File: config.mk
export PLATFORM = sky130hd
export DESIGN_NAME = btmmc_front
export DESIGN_NICKNAME = d
export VERILOG_FILES = /design/src/rtl/btmmc_pkg.sv /design/src/rtl/btmmc_front.sv
export SDC_FILE = /design/constraint.sdc
export NUM_CORES = 1
export LEC_CHECK = 0
export BUFFER_PORTS_ARGS = -buffer_cell sky130_fd_sc_hd__buf_4
export CAP_MARGIN = 5
export CORE_AREA = 5 5 177 179
export DETAILED_ROUTE_END_ITERATION = 8
export DIE_AREA = 0 0 182 184
export SLEW_MARGIN = 5
export SYNTH_ARGS = -nofsm -noshare
export SYNTH_HDL_FRONTEND = slang
export SYNTH_SLANG_ARGS = --single-unit
export TNS_END_PERCENT = 50
File: constraint.sdc
create_clock -name clk -period 34.1 [get_ports clk]
set_clock_uncertainty 0.2 [all_clocks]
set_input_delay 3.41 -clock clk [delete_from_list [all_inputs] [get_ports clk]]
set_output_delay 3.41 -clock clk [all_outputs]
set_load 0.01 [all_outputs]
File: src/rtl/btmmc_pkg.sv
// Shared types and constants for the box tile map move check block.
// No dependencies.
package btmmc_pkg;

  localparam logic CMD_WRITE = 1'b0;
  localparam logic CMD_MOVE  = 1'b1;

  localparam logic [1:0] REG_TILE_WIDTH  = 2'd0;
  localparam logic [1:0] REG_TILE_HEIGHT = 2'd1;
  localparam logic [1:0] REG_MAP_COLUMNS = 2'd2;

  // Coordinate width: 16-bit position plus 10-bit size plus 11-bit move.
  localparam int COORD_W = 18;
  localparam int QUOT_W  = 18;

  // Classified item passed from front to back.
  typedef struct packed {
    logic                      is_move;
    logic [11:0]               tile_index;
    logic                      tile_blocked;
    logic signed [COORD_W-1:0] x0;      // x corner a
    logic signed [COORD_W-1:0] x1;      // x corner b
    logic signed [COORD_W-1:0] y0;
    logic signed [COORD_W-1:0] y1;
    logic signed [COORD_W-1:0] ex;      // leading x for the x check
    logic signed [COORD_W-1:0] ey;      // leading y for the y check
    logic signed [10:0]        move_x;
    logic signed [10:0]        move_y;
  } item_t;

endpackage

File: src/rtl/btmmc_front.sv
// Front end: accepts items and computes corner coordinates.
// Depends on btmmc_pkg.
module btmmc_front
  import btmmc_pkg::*;
(
  input  logic               clk,
  input  logic               rst,
  input  logic               valid,
  output logic               stall,
  input  logic               command,
  input  logic [11:0]        tile_index,
  input  logic               tile_blocked,
  input  logic signed [15:0] pos_x,
  input  logic signed [15:0] pos_y,
  input  logic [9:0]         box_w,
  input  logic [9:0]         box_h,
  input  logic signed [10:0] move_x,
  input  logic signed [10:0] move_y,
  input  logic               busy,
  output logic               q_valid,
  input  logic               q_stall,
  output item_t              q_item
);

  logic signed [COORD_W-1:0] px, py, pxw, pyh, mx, my;
  item_t it;

  always_comb begin
    px  = COORD_W'(pos_x);
    py  = COORD_W'(pos_y);
    pxw = px + COORD_W'($signed({1'b0, box_w}));
    pyh = py + COORD_W'($signed({1'b0, box_h}));
    mx  = COORD_W'(move_x);
    my  = COORD_W'(move_y);
    it.is_move      = (command == CMD_MOVE);
    it.tile_index   = tile_index;
    it.tile_blocked = tile_blocked;
    it.x0 = px;
    it.x1 = pxw;
    it.y0 = py;
    it.y1 = pyh;
    it.ex = (move_x > 0) ? pxw + mx : px + mx;
    it.ey = (move_y > 0) ? pyh + my : py + my;
    it.move_x = move_x;
    it.move_y = move_y;
  end

  // one-entry queue toward the back end
  assign stall = q_valid || busy;

  always_ff @(posedge clk) begin
    if (rst) begin
      q_valid <= 1'b0;
    end else if (valid && !stall) begin
      q_valid <= 1'b1;
      q_item  <= it;
    end else if (q_valid && !q_stall) begin
      q_valid <= 1'b0;
    end
  end

endmodule

# [Word-level counts from Yosys, hierarchy flattened]
# Index checks and enable logic that the tools add are counted.
[op_classes] add_sub_neg=6 multipliers=0 div_mod_pow=0 magnitude_cmp=2 n_eq_ne=0 n_shift=0 n_mux=4 bitwise=1 n_reduce_logical=7
[ops] operator="$add 16x11->17" n=4
[ops] operator="$add 17x11->18" n=2
[ops] operator="$mux 18" n=2
[ops] operator="$gt 11x1->1 const B" n=2
[ops] operator="$logic_and 1x1->1" n=2
[ops] operator="$logic_not 1->1" n=2
[ops] operator="$mux 1" n=2
[ops] operator="$reduce_and 2->1" n=1
[ops] operator="$reduce_bool 2->1" n=1
[ops] operator="$logic_or 1x1->1" n=1
[ops] operator="$not 1->1" n=1
[word_totals] reg_bits=139 latchBits=0 mem_bits_rw=0 romBits=0 inputBits=93 output_inout_bits=146 wordCells=32 n_memories=0

# [Longest topological paths before layout]
# Gate-level depths: netlist of the first run.
[depth] depth_word=4 ltp_mapped=18 mapped_depth_nobuf=18

# [Worst setup path before layout of the first run]
# OpenSTA, ideal clock, no wires.
[synth_timing] path_kind="input to register" startpoint="input busy" endpoint="register q_valid" setup_time_ps=138 t_arrival_ps=14563 required_time_ps=33762 path_slack_ps=19199 path_stages=3 path_buffers=0 path_cell_list="or2_2 > nor3b_1 > o21bai_1"
[synth_between] elab_chain_cells=4
[synth_rtl] item="start: declaration" line="btmmc_front.sv:19" source="input logic busy,"
[synth_rtl] item="$logic_or 1x1->1 *" line="btmmc_front.sv:49" source="assign stall = q_valid || busy;"
[synth_rtl] item="$logic_not 1->1 *" line="btmmc_front.sv:54" source="end else if (valid && !stall) begin"
[synth_rtl] item="$logic_and 1x1->1 *" line="btmmc_front.sv:54"
[synth_rtl] item="$mux 1 or $reduce_bool 2->1 (tied branches)"
[synth_rtl] item="end signal: assignment" line="btmmc_front.sv:53" source="q_valid <= 1'b0;"
[synth_rtl] item="end signal: assignment" line="btmmc_front.sv:55" source="q_valid <= 1'b1;"
[synth_rtl] item="end signal: assignment" line="btmmc_front.sv:58" source="q_valid <= 1'b0;"
[synth_rtl] item="end: declaration" line="btmmc_front.sv:20" source="output logic q_valid,"
# Mark *: on every way between the ends. The rest lies on a longest branch, timed or not.
# A chain may end at the register's enable or synchronous reset.

==> flow_summary.json, run 1 <==
{
  "path_cells": "buf_4 -> ha_1 -> fa_1 -> a21o_1 -> a21oi_1 -> o21ai_0 -> a2111oi_0 -> nor2_1 -> a21oi_1 -> xnor2_1 -> ha_1 -> a21oi_1 -> o21ai_0 -> a21oi_1 -> a21boi_1 -> o41ai_1 -> a31o_2 -> nor3_1",
  "worstPathRequired_ns": 34.07,
  "synth_cells": 792,
  "cts_tree": "yes",
  "portBuffers": 238,
  "hold_viol": 0,
  "fin_nets": 1224,
  "pre_cts_ws_ns": 25.74,
  "fmax_mhz": 125,
  "post-cts-setup-buffers": 0,
  "drc_errors": 0,
  "drv_cap": 0,
  "tns_ns": 0,
  "postCtsHoldBufs": 0,
  "drive_gt1_frac": 0.274,
  "path_buf_inv": 1,
  "status": "finished clean",
  "ctsResizeCount": 0,
  "worst_setup_path_start_kind": "input pin",
  "power.static_leakage_nw": 4.76,
  "synth_flop_cell": "edfxtp_1",
  "grt_usage": 0.144,
  "clock_path_buffers": 2,
  "first_pass_iters": 5,
  "worstPathArrival_ns": 7.96,
  "io_pins": 239,
  "cts_htree_levels": 4,
  "peakVddDrop_v": 0.0000253,
  "seq_area_frac_synth": 0.475,
  "row_count": 63,
  "reg2reg_from": "q_valid",
  "path_clk_slew_ns": 0.06,
  "tightest_slew_ns": 0.956,
  "grt_antenna_before_repair": 0,
  "die_width_um": 182,
  "avgSynthCellArea_um2": 11.1,
  "fp.dieArea_um2": 33500,
  "postRouteAntennaNets": 0,
  "wire_per_inst_um": 17.1,
  "clockRootBuffer": "clkbuf_16",
  "cts_made_buffers": 17,
  "fillCellCount": 2873,
  "worst_slack_ns": 26.11,
  "relSlewSlack": 0.346,
  "multi_input_comb_area_um2": 4420,
  "pwr_density_cell_nw_per_um2": 47.1,
  "fin_crit_ns": 7.99,
  "rsz0062_at_grt": "false",
  "maxSlewViolCount": 0,
  "num_vias": 7177,
  "grt_overflow_total": 0,
  "register_area_um2": 4160,
  "hpwl_um": 19300,
  "yosys_warnings": 0,
  "min-delay-start": "q_valid",
  "grt_pass1_vias": 7353,
  "ys_async_sr_fraction": 0,
  "grt_pass1_wl_um": 38500,
  "syn-num-nets": 979,
  "syn-cell-area_um2": 8770,
  "finalSetupViolations": 0,
  "crit_path_start": "pos_x[0]",
  "crit_type": "in2reg",
  "cts.sinks": 139,
  "wirelength_um": 24600,
  "via_per_inst": 4.98,
  "cp_slowest_stage_delay_ns": 0.85,
  "ys_seq_elements": 139,
  "gp_congestion": 0.825,
  "cp_max_fo": 5,
  "path_common_cell": "a21oi_1",
  "grt_start_max_net_pins": 74,
  "clock_latency_ns": 0.42,
  "path_delay_family": "compound AO/OA/AOI/OAI gates",
  "synth-edff-count": 138,
  "syn_to_final_growth_pct": 32.5,
  "synth_cell_types": 67,
  "fin_crit_sh": 0.234,
  "start_util": 0.298,
  "die_y_um": 184,
  "hold_path_class": "reg2reg",
  "coreArea_um2": 29400,
  "endpoint_kind": "flip-flop",
  "critPathSlowestCell": "a2111oi_0",
  "diodes": 0,
  "drt_iter0_markers": 418
}
==> layout by cell type (no fill, tap or decap), types with 5 or more instances in the layout <==
cell	instances
nand3_1	16
nor3_1	9
nand2b_1	9
fa_1	6
inv_1	35
nand2_1	47
or2_2	5
nor2_1	58
o21ai_0	50
a211o_1	5
a21o_1	20
nand4_1	6
edfxtp_1	138
clkinvlp_4	6
o21a_1	18
o31ai_1	7
a31oi_1	11
clkbuf_16	17
ha_1	88
xnor2_1	47
xor2_1	20
a211oi_1	10
o21ai_1	6
or3_1	6
o211ai_1	6
and3_1	5
nor4_1	5
buf_4	242
nor2b_1	6
o21bai_1	8
a21oi_1	65
==> cells by family after synthesis <==
family,count (synthesis),share of synthesized area
buf+inv,51,0.0244
simple gates,183,0.0987
compound gates,251,0.187
fa+ha+maj,94,0.139
flops,139,0.475
xor+xnor,67,0.0669
mux,7,0.00842
==> sequential cells by signal (all words and copies together) (netlist names) <==
| signal | flops |
|---|---|
| q_item | 138 |
| q_valid | 1 |
==> layout make-up <==
class | instances | share of cell area
clock buffers | 17 | 0.0366
clock inverters | 15 | 0.0150
inverters | 35 | 0.0113
multi-input cells | 602 | 0.380
flip-flops and latches | 139 | 0.358
well taps | 390 | 0.0420
repair buffers | 242 | 0.156
==> where the power goes <==
part / leakage [nW] / total [W] / switching [W] / internal, W
clock: 0.273 / 0.000193 / 0.0000777 / 0.000115
sequential: 1.27 / 0.000202 / 0.00000195 / 0.000200
combinational: 3.21 / 0.000153 / 0.0000853 / 0.0000679
==> Yosys cell counts (9+ instances only) <==
library cell  count  area share
a21oi_1          65       0.037
nand3_1          16      0.0091
inv_1            35       0.015
o21ai_0          50       0.029
a21o_1           20       0.017
a31oi_1          12      0.0086
clkbuf_1         10      0.0043
ha_1             88        0.13
nand2_1          47       0.020
xnor2_1          47       0.047
nand2b_1          9      0.0064
edfxtp_1        138        0.47
xor2_1           20       0.020
o21a_1           18       0.015
nor2_1           58       0.025
nor3_1            9      0.0051
a211oi_1         10      0.0086
==> per-stage QoR <==
stage | hold slack (ns) | util | cell area, um2 | power (W) | std cells
after floorplan | 0.284 | - | 8770 | 0.000311 | 792
after global placement | 0.258 | 0.375 | 11000 | 0.000356 | 1408
after detailed placement | 0.265 | 0.375 | 11000 | 0.000358 | 1408
after CTS | 0.273 | 0.395 | 11600 | 0.000553 | 1440
after global routing | 0.295 | 0.395 | 11600 | 0.000579 | 1440
final | 0.270 | 0.395 | 11600 | 0.000547 | 1440
==> worst reg2reg max path, stage by stage (launching register included) <==
cell and delay, ns:
dfxtp_1 0.32, or2_2 0.31, nor3b_2 0.15, buf_4 0.68
buf_4 0.89
==> final timing paths <==
| check | to | slack [ns] | cells past startpoint |
|---|---|---|---|
| max | q_item[56] | 26.11 | 18 |
| min reg2reg | q_valid | 0.27 | 2 |
| max reg2reg | q_item[4] | 31.13 | 4 |
| min | q_valid | 0.27 | 2 |
==> layer usage <==
layer | wire length (um) | vias up | GRT usage
met5 | 0 | - | 0
met4 | 417 | 0 | 0.0495
met3 | 2120 | 32 | 0.0566
met2 | 11500 | 234 | 0.236
met1 | 10600 | 3384 | 0.173
li1 | - | 3527 | -
Power figures use the tool's default switching activity.
==> inputs of run 2 (changes only) <==
- clock period: 34.1 -> 6.7 ns (I/O delays scaled with it)
==> flow_summary.json, run 2 (synthesis gave the netlist of run 1 again) <==
{
  "path_buf_inv": 1,
  "status": "finished clean",
  "grt_pass1_vias": 7249,
  "cp_max_fo": 5,
  "drv_cap": 0,
  "clock_path_buffers": 2,
  "cp_slowest_stage_delay_ns": 0.84,
  "row_count": 63,
  "gp_congestion": 0.828,
  "postRouteAntennaNets": 0,
  "die_y_um": 184,
  "min-delay-start": "tile_index[7]",
  "num_vias": 7121,
  "whs_endpoint": "q_item[138]",
  "p_clk_frac": 0.342,
  "critPathSlowestCell": "a2111oi_0",
  "worstPathRequired_ns": 6.66,
  "cellInternalPower_w": 0.00191,
  "via_per_inst": 4.94,
  "pre_cts_ws_ns": 1.13,
  "tightest_slew_ns": 0.951,
  "first_pass_iters": 5,
  "fin_crit_sh": 0.769,
  "crit_type": "in2reg",
  "relSlewSlack": 0.350,
  "postPlaceCellArea_um2": 11000,
  "fin_area_um2": 11600,
  "grt_pass1_wl_um": 38100,
  "mostFrequentLayoutCells": "buf_4 (243), edfxtp_1 (138), ha_1 (88)",
  "wirelength_um": 24400,
  "finalSetupViolations": 0,
  "pwr-share-comb": 0.285,
  "path_cells": "buf_4 -> ha_1 -> fa_1 -> a21o_1 -> a21oi_1 -> o21ai_0 -> a2111oi_0 -> nor2_1 -> a21oi_1 -> xnor2_1 -> ha_1 -> a21oi_1 -> o21ai_0 -> a21oi_1 -> a21boi_1 -> o41ai_1 -> a31o_2 -> nor3_1",
  "postCtsHoldBufs": 0,
  "pwr_density_cell_nw_per_um2": 237,
  "holdPathStages": 1,
  "hold_path_class": "in2reg",
  "hpwl_um": 19300,
  "cts_made_buffers": 17,
  "ff2ff_setup_slack_ns": 4.16,
  "final_core_util": 0.395,
  "fp.dieArea_um2": 33500,
  "tns_ns": 0,
  "worstPathArrival_ns": 5.12,
  "reg2reg_from": "q_valid",
  "start_util": 0.298,
  "p_seq_frac": 0.374,
  "reg_top3": "q_item x138, q_valid x1",
  "p_sw_frac": 0.305,
  "worst_slack_ns": 1.55,
  "power_switching_w": 0.000839,
  "maxSlewViolCount": 0,
  "ctsResizeCount": 0,
  "r2r_cells": 4,
  "regMostFlops": "q_item",
  "drt_iter0_markers": 386,
  "post-cts-setup-buffers": 0,
  "clockRootBuffer": "clkbuf_16",
  "path_clk_slew_ns": 0.06,
  "fmax_mhz": 194,
  "drc_errors": 0,
  "endpoint_kind": "flip-flop",
  "largest_reg_flops": 138,
  "multi_input_comb_area_um2": 4430,
  "portBuffers": 238,
  "power.static_leakage_nw": 4.76,
  "cts_htree_levels": 4,
  "grt_usage": 0.142,
  "die_width_um": 182,
  "io_pins": 239,
  "fin_nets": 1225,
  "diodes": 0,
  "cts_tree": "yes",
  "peakVddDrop_v": 0.000115,
  "holdWs_ns": 0.217,
  "path_common_cell": "a21oi_1",
  "grt_overflow_total": 0,
  "wire_per_inst_um": 16.9,
  "drive_gt1_frac": 0.276,
  "fillCellCount": 2852,
  "grt_antenna_before_repair": 0,
  "hold_viol": 0,
  "path_delay_family": "compound AO/OA/AOI/OAI gates",
  "clock_latency_ns": 0.41,
  "grt_start_max_net_pins": 55,
  "rr_endpoint": "q_item[78]",
  "fin_crit_ns": 5.15,
  "final_common_cell": "buf_4",
  "register_area_um2": 4160,
  "cts.sinks": 139,
  "coreArea_um2": 29400,
  "worst_setup_path_start_kind": "input pin",
  "syn_to_final_growth_pct": 32.4,
  "rsz0062_at_grt": "false"
}
==> run 2: cell count changes in the layout (fill, tap and decap cells not counted) <==
cell and delta:
clkinv_1 -2, clkinv_2 +2, clkinvlp_4 -1, nor3b_2 -1, inv_6 -1, clkinv_4 +2
clkbuf_1 +1, nor3b_4 +1, buf_4 +1, bufinv_16 -1
==> run 2: how the worst max path moves through the flow <==
stage          cells past startpoint     start  slack (ns)         end
4_1_cts                           18  pos_x[0]        1.57  q_item[56]
5_1_grt                           18  pos_x[0]        1.27  q_item[56]
3_3_place_gp                      18  pos_x[0]        1.26  q_item[56]
6_report                          18  pos_x[0]        1.55  q_item[56]
3_5_place_dp                      18  pos_x[0]        1.13  q_item[56]
2_1_floorplan                      2      busy        1.54   q_item[0]
==> run 2: layout make-up <==
cell class                      instances  share of cell area
Timing Repair Buffer                  243               0.157
Clock inverter                         14              0.0127
Multi-Input combinational cell        602               0.381
Clock buffer                           18              0.0370
Sequential cell                       139               0.359
Tap cell                              390              0.0420
Inverter                               35              0.0113
==> run 2: power groups by stage <==
stage          logic (W)  registers (W)  clock network [W]
6_report        0.000783        0.00103           0.000940
5_1_grt         0.000869        0.00103            0.00101
4_1_cts         0.000783        0.00103           0.000964
3_5_place_dp    0.000780        0.00105                  0
3_3_place_gp    0.000770        0.00105                  0
2_1_floorplan   0.000515        0.00106                  0
==> run 2: layer usage <==
layer	part of all wire	vias up	GRT usage
met2	0.48	237	0.242
met4	0.012	0	0.0384
met5	0	-	0
met1	0.43	3340	0.171
li1	-	3520	-
met3	0.087	24	0.0526
==> run 2: stage by stage <==
| stage | power, W | std cells |
|---|---|---|
| final | 0.00275 | 1441 |
| after global routing | 0.00291 | 1441 |
| after CTS | 0.00277 | 1441 |
| after detailed placement | 0.00183 | 1409 |
| after global placement | 0.00182 | 1409 |
| after floorplan | 0.00158 | 792 |
